File: src/rtl/sact_pkg.sv
// shared types, register indexes and constants for the sound activity capture trigger
`timescale 1ns / 1ps

package sact_pkg;

    // field widths
    localparam int SAMPLE_W    = 32;
    localparam int CAPT_W      = 16;
    localparam int THRESH_W    = 31;
    localparam int NEED_W      = 4;
    localparam int BLEN_W      = 13;
    localparam int BCNT_W      = 12;
    localparam int FLEN_W      = 16;
    localparam int HOLD_W      = 16;
    localparam int CFG_IDX_W   = 3;
    localparam int CFG_DATA_W  = 31;
    localparam int CAPT_SHIFT  = 14;

    // register indexes on the configuration port
    localparam logic [CFG_IDX_W-1:0] CFG_THRESHOLD = 3'd0;
    localparam logic [CFG_IDX_W-1:0] CFG_REQUIRED  = 3'd1;
    localparam logic [CFG_IDX_W-1:0] CFG_BLOCK_LEN = 3'd2;
    localparam logic [CFG_IDX_W-1:0] CFG_FRAME_LEN = 3'd3;
    localparam logic [CFG_IDX_W-1:0] CFG_HOLDOFF   = 3'd4;

    // reset values of the registers
    localparam logic [THRESH_W-1:0] RST_THRESHOLD = 31'd1800000;
    localparam logic [NEED_W-1:0]   RST_REQUIRED  = 4'd3;
    localparam logic [BLEN_W-1:0]   RST_BLOCK_LEN = 13'd512;
    localparam logic [FLEN_W-1:0]   RST_FRAME_LEN = 16'd16000;
    localparam logic [HOLD_W-1:0]   RST_HOLDOFF   = 16'd24000;

    // limits
    localparam logic [NEED_W-1:0] PERSIST_MAX = 4'd15;
    localparam logic [BLEN_W-1:0] BLOCK_MAX   = 13'd4096;

    // operating phase, one-hot
    typedef enum logic [2:0] {
        PH_DETECT  = 3'b001,
        PH_CAPTURE = 3'b010,
        PH_HOLD    = 3'b100
    } t_phase;

    // effective register values, already brought into range
    typedef struct packed {
        logic [THRESH_W-1:0] threshold;
        logic [NEED_W-1:0]   need;
        logic [BLEN_W-1:0]   blen;
        logic [FLEN_W-1:0]   flen;
        logic [HOLD_W-1:0]   holdoff;
    } t_cfg;

    // one result from the core
    typedef struct packed {
        logic              emit;
        logic [CAPT_W-1:0] captured;
        logic              last;
    } t_result;

endpackage

File: src/rtl/sact_cfg_regs.sv
// configuration registers, brought into their working range as they are written
`timescale 1ns / 1ps

module sact_cfg_regs
    import sact_pkg::*;
(
    input  logic                  i_clk,
    input  logic                  i_rst_n,
    input  logic                  i_cfg_we,
    input  logic [CFG_IDX_W-1:0]  i_cfg_index,
    input  logic [CFG_DATA_W-1:0] i_cfg_data,
    output t_cfg                  o_cfg
);

    t_cfg r_cfg;
    t_cfg n_cfg;

    logic [BLEN_W-1:0] wr_blen;
    logic [NEED_W-1:0] wr_need;
    logic [FLEN_W-1:0] wr_flen;

    // zero acts as one, block length saturates at its maximum
    always_comb begin
        wr_need = i_cfg_data[NEED_W-1:0];
        if (wr_need == '0) begin
            wr_need = NEED_W'(1);
        end
        wr_blen = i_cfg_data[BLEN_W-1:0];
        if (wr_blen == '0) begin
            wr_blen = BLEN_W'(1);
        end else if (wr_blen > BLOCK_MAX) begin
            wr_blen = BLOCK_MAX;
        end
        wr_flen = i_cfg_data[FLEN_W-1:0];
        if (wr_flen == '0) begin
            wr_flen = FLEN_W'(1);
        end
    end

    // register write decode, unknown indexes are dropped
    always_comb begin
        n_cfg = r_cfg;
        if (i_cfg_we) begin
            case (i_cfg_index)
                CFG_THRESHOLD: n_cfg.threshold = i_cfg_data[THRESH_W-1:0];
                CFG_REQUIRED:  n_cfg.need      = wr_need;
                CFG_BLOCK_LEN: n_cfg.blen      = wr_blen;
                CFG_FRAME_LEN: n_cfg.flen      = wr_flen;
                CFG_HOLDOFF:   n_cfg.holdoff   = i_cfg_data[HOLD_W-1:0];
                default:       n_cfg = r_cfg;
            endcase
        end
    end

    always_ff @(posedge i_clk) begin
        if (!i_rst_n) begin
            r_cfg.threshold <= RST_THRESHOLD;
            r_cfg.need      <= RST_REQUIRED;
            r_cfg.blen      <= RST_BLOCK_LEN;
            r_cfg.flen      <= RST_FRAME_LEN;
            r_cfg.holdoff   <= RST_HOLDOFF;
        end else begin
            r_cfg <= n_cfg;
        end
    end

    assign o_cfg = r_cfg;

endmodule

File: src/rtl/sact_core.sv
// phase control, block peak tracking, persistence count and capture/holdoff counters
`timescale 1ns / 1ps

module sact_core
    import sact_pkg::*;
(
    input  logic                i_clk,
    input  logic                i_rst_n,
    input  logic                i_step,
    input  logic [SAMPLE_W-1:0] i_sample,
    input  t_cfg                i_cfg,
    output t_result             o_res
);

    t_phase              r_phase, n_phase;
    logic [SAMPLE_W-1:0] r_peak, n_peak;
    logic [BCNT_W-1:0]   r_bcnt, n_bcnt;
    logic [NEED_W-1:0]   r_pers, n_pers;
    logic [FLEN_W-1:0]   r_ccnt, n_ccnt;
    logic [HOLD_W-1:0]   r_hcnt, n_hcnt;

    logic [SAMPLE_W-1:0] mag;
    logic [SAMPLE_W-1:0] thr_ext;
    logic                loud;
    logic [BLEN_W-1:0]   bcnt_inc;
    logic                block_end;
    logic [NEED_W-1:0]   pers_upd;
    logic [FLEN_W:0]     ccnt_inc;
    logic [HOLD_W:0]     hcnt_inc;
    logic                frame_done;
    logic                hold_done;

    // magnitude as unsigned, so the most negative sample gives 2^31
    assign mag     = i_sample[SAMPLE_W-1] ? (~i_sample + SAMPLE_W'(1)) : i_sample;
    assign thr_ext = {1'b0, i_cfg.threshold};
    // peak of the block including this sample is above threshold
    assign loud    = (mag > thr_ext) || (r_peak > thr_ext);

    assign bcnt_inc  = {1'b0, r_bcnt} + BLEN_W'(1);
    assign block_end = bcnt_inc >= i_cfg.blen;

    assign ccnt_inc   = {1'b0, r_ccnt} + (FLEN_W + 1)'(1);
    assign frame_done = ccnt_inc >= {1'b0, i_cfg.flen};
    assign hcnt_inc   = {1'b0, r_hcnt} + (HOLD_W + 1)'(1);
    assign hold_done  = hcnt_inc >= {1'b0, i_cfg.holdoff};

    // persistence rises on a loud block and decays otherwise
    always_comb begin
        if (loud) begin
            pers_upd = (r_pers == PERSIST_MAX) ? r_pers : r_pers + NEED_W'(1);
        end else begin
            pers_upd = (r_pers == '0) ? r_pers : r_pers - NEED_W'(1);
        end
    end

    // next state and result for one sample
    always_comb begin
        n_phase      = r_phase;
        n_peak       = r_peak;
        n_bcnt       = r_bcnt;
        n_pers       = r_pers;
        n_ccnt       = r_ccnt;
        n_hcnt       = r_hcnt;
        o_res.emit     = 1'b0;
        o_res.captured = i_sample[CAPT_SHIFT +: CAPT_W];
        o_res.last     = 1'b0;
        case (r_phase)
            PH_CAPTURE: begin
                o_res.emit = 1'b1;
                if (frame_done) begin
                    o_res.last = 1'b1;
                    n_ccnt     = '0;
                    n_hcnt     = '0;
                    if (i_cfg.holdoff == '0) begin
                        n_phase = PH_DETECT;
                        n_peak  = '0;
                        n_bcnt  = '0;
                        n_pers  = '0;
                    end else begin
                        n_phase = PH_HOLD;
                    end
                end else begin
                    n_ccnt = ccnt_inc[FLEN_W-1:0];
                end
            end
            PH_HOLD: begin
                if (hold_done) begin
                    n_hcnt  = '0;
                    n_phase = PH_DETECT;
                    n_peak  = '0;
                    n_bcnt  = '0;
                    n_pers  = '0;
                end else begin
                    n_hcnt = hcnt_inc[HOLD_W-1:0];
                end
            end
            default: begin
                // detecting, also any stray phase code
                n_phase = PH_DETECT;
                if (block_end) begin
                    n_peak = '0;
                    n_bcnt = '0;
                    if (pers_upd >= i_cfg.need) begin
                        n_pers  = '0;
                        n_ccnt  = '0;
                        n_phase = PH_CAPTURE;
                    end else begin
                        n_pers = pers_upd;
                    end
                end else begin
                    n_peak = (mag > r_peak) ? mag : r_peak;
                    n_bcnt = bcnt_inc[BCNT_W-1:0];
                end
            end
        endcase
    end

    always_ff @(posedge i_clk) begin
        if (!i_rst_n) begin
            r_phase <= PH_DETECT;
            r_peak  <= '0;
            r_bcnt  <= '0;
            r_pers  <= '0;
            r_ccnt  <= '0;
            r_hcnt  <= '0;
        end else if (i_step) begin
            r_phase <= n_phase;
            r_peak  <= n_peak;
            r_bcnt  <= n_bcnt;
            r_pers  <= n_pers;
            r_ccnt  <= n_ccnt;
            r_hcnt  <= n_hcnt;
        end
    end

endmodule

File: src/rtl/sound_activity_capture_trigger.sv
// top level: input register, detection core, configuration registers and result register
//
//   channel  | direction | handshake            | payload
//   ---------+-----------+----------------------+----------------------------
//   sample   | in        | i_valid / o_stall    | i_sample[31:0]
//   result   | out       | o_valid / i_stall    | o_captured[15:0], o_last
//   config   | in        | i_cfg_we             | i_cfg_index[2:0], i_cfg_data
//
// one sample a cycle while o_stall is low; a result is registered after its sample transfer
// a sample passes one input register and one result register around the core
// o_stall rises only while the input register is full and a result waits under i_stall
// synchronous active-low reset clears state and restores register defaults
`timescale 1ns / 1ps

module sound_activity_capture_trigger
    import sact_pkg::*;
(
    input  logic                  i_clk,
    input  logic                  i_rst_n,
    input  logic                  i_valid,
    output logic                  o_stall,
    input  logic [SAMPLE_W-1:0]   i_sample,
    output logic                  o_valid,
    input  logic                  i_stall,
    output logic [CAPT_W-1:0]     o_captured,
    output logic                  o_last,
    input  logic                  i_cfg_we,
    input  logic [CFG_IDX_W-1:0]  i_cfg_index,
    input  logic [CFG_DATA_W-1:0] i_cfg_data
);

    logic                r_in_valid;
    logic [SAMPLE_W-1:0] r_in_sample;
    logic                r_out_valid;
    logic [CAPT_W-1:0]   r_out_captured;
    logic                r_out_last;

    logic    out_load;
    logic    step;
    t_cfg    cfg;
    t_result res;

    // the result register can take a new value unless it holds a stalled one
    assign out_load = !(r_out_valid && i_stall);
    assign step     = r_in_valid && out_load;
    assign o_stall  = r_in_valid && !out_load;

    sact_cfg_regs u_cfg (
        .i_clk       (i_clk),
        .i_rst_n     (i_rst_n),
        .i_cfg_we    (i_cfg_we),
        .i_cfg_index (i_cfg_index),
        .i_cfg_data  (i_cfg_data),
        .o_cfg       (cfg)
    );

    sact_core u_core (
        .i_clk    (i_clk),
        .i_rst_n  (i_rst_n),
        .i_step   (step),
        .i_sample (r_in_sample),
        .i_cfg    (cfg),
        .o_res    (res)
    );

    // input register
    always_ff @(posedge i_clk) begin
        if (!i_rst_n) begin
            r_in_valid <= 1'b0;
        end else if (!o_stall) begin
            r_in_valid <= i_valid;
        end
    end

    always_ff @(posedge i_clk) begin
        if (!o_stall) begin
            r_in_sample <= i_sample;
        end
    end

    // result register
    always_ff @(posedge i_clk) begin
        if (!i_rst_n) begin
            r_out_valid <= 1'b0;
        end else if (out_load) begin
            r_out_valid <= step && res.emit;
        end
    end

    always_ff @(posedge i_clk) begin
        if (out_load) begin
            r_out_captured <= res.captured;
            r_out_last     <= res.last;
        end
    end

    assign o_valid    = r_out_valid;
    assign o_captured = r_out_captured;
    assign o_last     = r_out_last;

endmodule

File: config.mk
export PLATFORM = sky130hd
export DESIGN_NAME = sound_activity_capture_trigger
export DESIGN_NICKNAME = d
export VERILOG_FILES = /design/src/rtl/sact_pkg.sv /design/src/rtl/sact_cfg_regs.sv /design/src/rtl/sact_core.sv /design/src/rtl/sound_activity_capture_trigger.sv
export SDC_FILE = /design/constraint.sdc
export NUM_CORES = 1
export LEC_CHECK = 0
export BUFFER_PORTS_ARGS = -buffer_cell sky130_fd_sc_hd__buf_2
export CORE_UTILIZATION = 60
export CTS_BUF_LIST = sky130_fd_sc_hd__clkbuf_8
export DETAILED_ROUTE_END_ITERATION = 8
export GPL_TIMING_DRIVEN = 0
export PLACE_DENSITY = 0.82
export SETUP_SLACK_MARGIN = 0.2
export SLEW_MARGIN = 30
export SYNTH_ARGS = -nofsm -noshare
export SYNTH_HDL_FRONTEND = slang
export SYNTH_HIERARCHICAL = 1
export SYNTH_SLANG_ARGS = --single-unit
File: constraint.sdc
create_clock -name i_clk -period 8.2 [get_ports i_clk]
set_clock_uncertainty 0.15 [all_clocks]
set_input_delay 0.82 -clock i_clk [delete_from_list [all_inputs] [get_ports i_clk]]
set_output_delay 0.82 -clock i_clk [all_outputs]
set_load 0.05 [all_outputs]
==> results.sh <==
export IMPL_synthAdderAreaFrac_pct=14.1
export IMPL_r2r_end="u_core/r_ccnt[12]"
export IMPL_cts_tree="done"
export IMPL_synthFlopType="dfxtp_1"
export IMPL_tightest_slew_ps=915
export IMPL_viasPerCell=5.89
export IMPL_wl_per_cell_um=17.1
export IMPL_drt_met1_wl_mm=14.1
export IMPL_clock_path_buffers=3
export IMPL_drt_initial_drc_count=715
export IMPL_gp_congestion=0.921
export IMPL_cts_resized=0
export IMPL_worstRegToRegCells=22
export IMPL_power_frac_comb_pct=15.3
export IMPL_hold_viol=0
export IMPL_drive_above_1_share_pct=12.0
export IMPL_worstSetupEndpointType="register"
export IMPL_ys_types=74
export IMPL_maxClockFrequency_ghz=0.135
export IMPL_syn_area_per_cell_um2=8.62
export IMPL_netlist_area_leader_share_pct=25.0
export IMPL_synth_edff_count=49
export IMPL_rsz0062_at_grt="false"
export IMPL_ff2ff_setup_slack_ps=810
export IMPL_ys_seq_elements=214
export IMPL_clock_latency_ps=550
export IMPL_final_common_cell="nand2_1"
export IMPL_h_tree_depth=2
export IMPL_coreArea_um2=21300
export IMPL_irDropWorstVdd_mv=0.126
export IMPL_crit_required_ps=8450
export IMPL_portBuffers=88
export IMPL_holdPathStages=2
export IMPL_wl_met3_mm=2.00
export IMPL_n_fill_cell=1662
export IMPL_holdBufCountCts=0
export IMPL_worstPathArrival_ps=7640
export IMPL_status="complete, no violations"
export IMPL_finalNetCount=1881
export IMPL_report_final_slew_viol_count=0
export IMPL_grt_overflow_total=0
export IMPL_synthCells=1533
export IMPL_reg2reg_from="r_in_sample[9]"
export IMPL_setup_violations=0
export IMPL_path_class="register to register"
export IMPL_hold_end="u_cfg/o_cfg[38]"
export IMPL_power_density_nw_per_um2=169
export IMPL_topRoutingLayerUsed="met4"
export IMPL_synth_area_um2=13200
export IMPL_dieWidth_um=150
export IMPL_cts_made_buffers=38
export IMPL_p_sw_uw=711
export IMPL_synth_compound_area_share_pct=14.6
export IMPL_pwr_share_seq_pct=45.9
export IMPL_syn_to_final_growth_pct=11.5
export IMPL_timing_slew_headroom_pct=38.9
export IMPL_cts_setup_buffers=0
export IMPL_dieArea_um2=22600
export IMPL_synth_simple_area_share_pct=21.4
export IMPL_synth_xor_xnor_area_share_pct=4.51
export IMPL_synth_fp_nets=1753
export IMPL_hp_start="u_cfg/o_cfg[38]"
export IMPL_drv_cap=0
export IMPL_clk_pin_slew_worst_paths_ps=60
export IMPL_grt_max_degree=34
export IMPL_grt_use_total_pct=30.0
export IMPL_placed_area_um2=14000
export IMPL_die_y_um=150
export IMPL_p_leak_uw=0.00636
export IMPL_route_met2_wl_mm=16.2
export IMPL_hpwl_mm=25.3
export IMPL_grt_pass1_vias=11300
export IMPL_synth_top_family_by_area="simple AND/OR/NAND/NOR gates"
export IMPL_io_pins=90
export IMPL_p_clk_share_pct=38.9
export IMPL_final_cell_mix="nand2_1, dfxtp_1, ha_1"
export IMPL_yosysWarnings=6
export IMPL_dr_pass1_iters=5
export IMPL_clockRootBuffer="clkbuf_8"
export IMPL_period_share_pct=90.1
export IMPL_route_detailed_drc=0
export IMPL_design_area_um2=14700
export IMPL_hold_class="register to register"
export IMPL_internal_power_uw=1780
export IMPL_period_needed_ps=7390
export IMPL_num_vias=11600
export IMPL_grt_pass1_wl_mm=54.0
export IMPL_antenna_found_initial=0
export IMPL_multi_input_area_um2=7610
export IMPL_switching_share_pct=28.5
export IMPL_muxShareOfSynthArea_pct=3.00
export IMPL_routed_wl_mm=33.6
export IMPL_ant_nets=0
export IMPL_netlist_top_cell_by_area="dfxtp_1"
export IMPL_fin_tns_setup_ps=0
export IMPL_seq_area_frac_synth_pct=36.1
export IMPL_seqCellArea_um2=4770
export IMPL_ys_top_cells_by_area="dfxtp_1, ha_1, edfxtp_1, nand2_1, inv_1"
export IMPL_cts_sinks=214
export IMPL_critical_path_startpoint_type="register"
export IMPL_num_rows=53
export IMPL_crit_fanout=10
export IMPL_async_flop_share_pct=0
export IMPL_start_util_pct=62.1
export IMPL_antenna_cells=0
==> cell usage after synthesis (6+ instances only) <==
cell,instances
nand4_1,30
and3_1,17
nor2_1,62
o31ai_1,11
mux2i_1,37
or2_2,10
edfxtp_1,49
a211oi_1,7
o21a_1,7
nor4_1,9
or4_1,6
nand2b_1,11
nor2b_1,14
nand3b_1,30
clkbuf_1,42
a21oi_1,81
o211ai_1,8
buf_2,9
nand3_1,60
a22oi_1,8
a31oi_1,10
buf_4,19
nor3_1,18
or3_1,13
xnor2_1,47
xor2_1,21
a21o_1,24
nand2_1,262
o21ai_0,53
inv_1,120
ha_1,149
dfxtp_1,165
a21boi_1,49
==> through the flow <==
stage / worst slack (ps) / power, uW / std cells / util [%] / hold slack [ps]
floorplan: 1980 / 1420 / 1533 / - / 281
global placement: 1130 / 1520 / 1896 / 65.8 / 289
detailed placement: 890 / 1530 / 1896 / 65.8 / 294
CTS: 890 / 2500 / 1962 / 69.2 / 295
global route: 513 / 2600 / 1962 / 69.2 / 297
finish: 814 / 2490 / 1962 / 69.2 / 299
==> per-layer routing <==
layer  global-route usage (%)  up-vias
met5                        0        -
met4                     13.6        0
met3                     4.45      105
met2                     52.0      374
met1                     36.7     5428
li1                         -     5644
==> cell families (layout without fill, tap and decap cells) <==
group	count (synthesis)	after routing
flops	214	214
xor+xnor	68	68
mux	38	38
buf+inv	196	350
compound gates	296	296
simple gates	572	572
fa+ha+maj	149	149
==> sequential cells by signal, indices dropped and copies added, names as in the netlist, 3 cells and up <==
name / count
u_cfg/o_cfg: 80
r_in_sample: 32
u_core/r_peak: 32
o_captured: 16
u_core/r_ccnt: 16
u_core/r_hcnt: 16
u_core/r_bcnt: 12
u_core/r_pers: 4
u_core/r_phase: 3
==> how the worst max path moves through the flow <==
stage,slack (ps),from,cells past startpoint,endpoint
after floorplan,1980,r_in_sample[9],23,u_core/r_ccnt[7]
after detailed placement,890,r_in_sample[9],22,u_core/r_ccnt[12]
after global placement,1130,r_in_sample[9],22,u_core/r_ccnt[7]
after global routing,510,r_in_sample[9],22,u_core/r_ccnt[7]
after CTS,890,r_in_sample[9],22,u_core/r_ccnt[12]
final,810,r_in_sample[9],22,u_core/r_ccnt[12]
==> area by class of cell <==
class	count	area share, %
Sequential cell	214	32.4
Clock inverter	23	0.942
Tap cell	275	2.33
Clock buffer	43	4.02
Buffer	75	2.62
Timing Repair Buffer	88	2.99
Multi-Input combinational cell	1123	51.6
Inverter	121	3.08
==> power by group through the flow <==
stage          clock network [uW]  logic [uW]  registers (uW)
2_1_floorplan                   0         247            1170
3_3_place_gp                    0         352            1160
3_5_place_dp                    0         369            1170
4_1_cts                       987         374            1140
5_1_grt                      1030         420            1150
6_report                      969         380            1140
==> critical path, stage by stage, from the launching register on <==
cell and delay [ps]:
edfxtp_1 440, or4_1 590, or4_1 550, or3_2 510, o41ai_1 380, xnor2_1 210
ha_1 340, nand4_1 160, or4_1 620, or3_1 390, o21ai_2 120, nand2_4 120
mux2i_1 280, xnor2_1 120, ha_1 270, nand2b_1 90, a21o_1 100, a21o_1 100
a21oi_1 110, a2111oi_0 780, or2_2 230, clkbuf_1 400, a311oi_1 170
(Power assumes the default switching activity.)
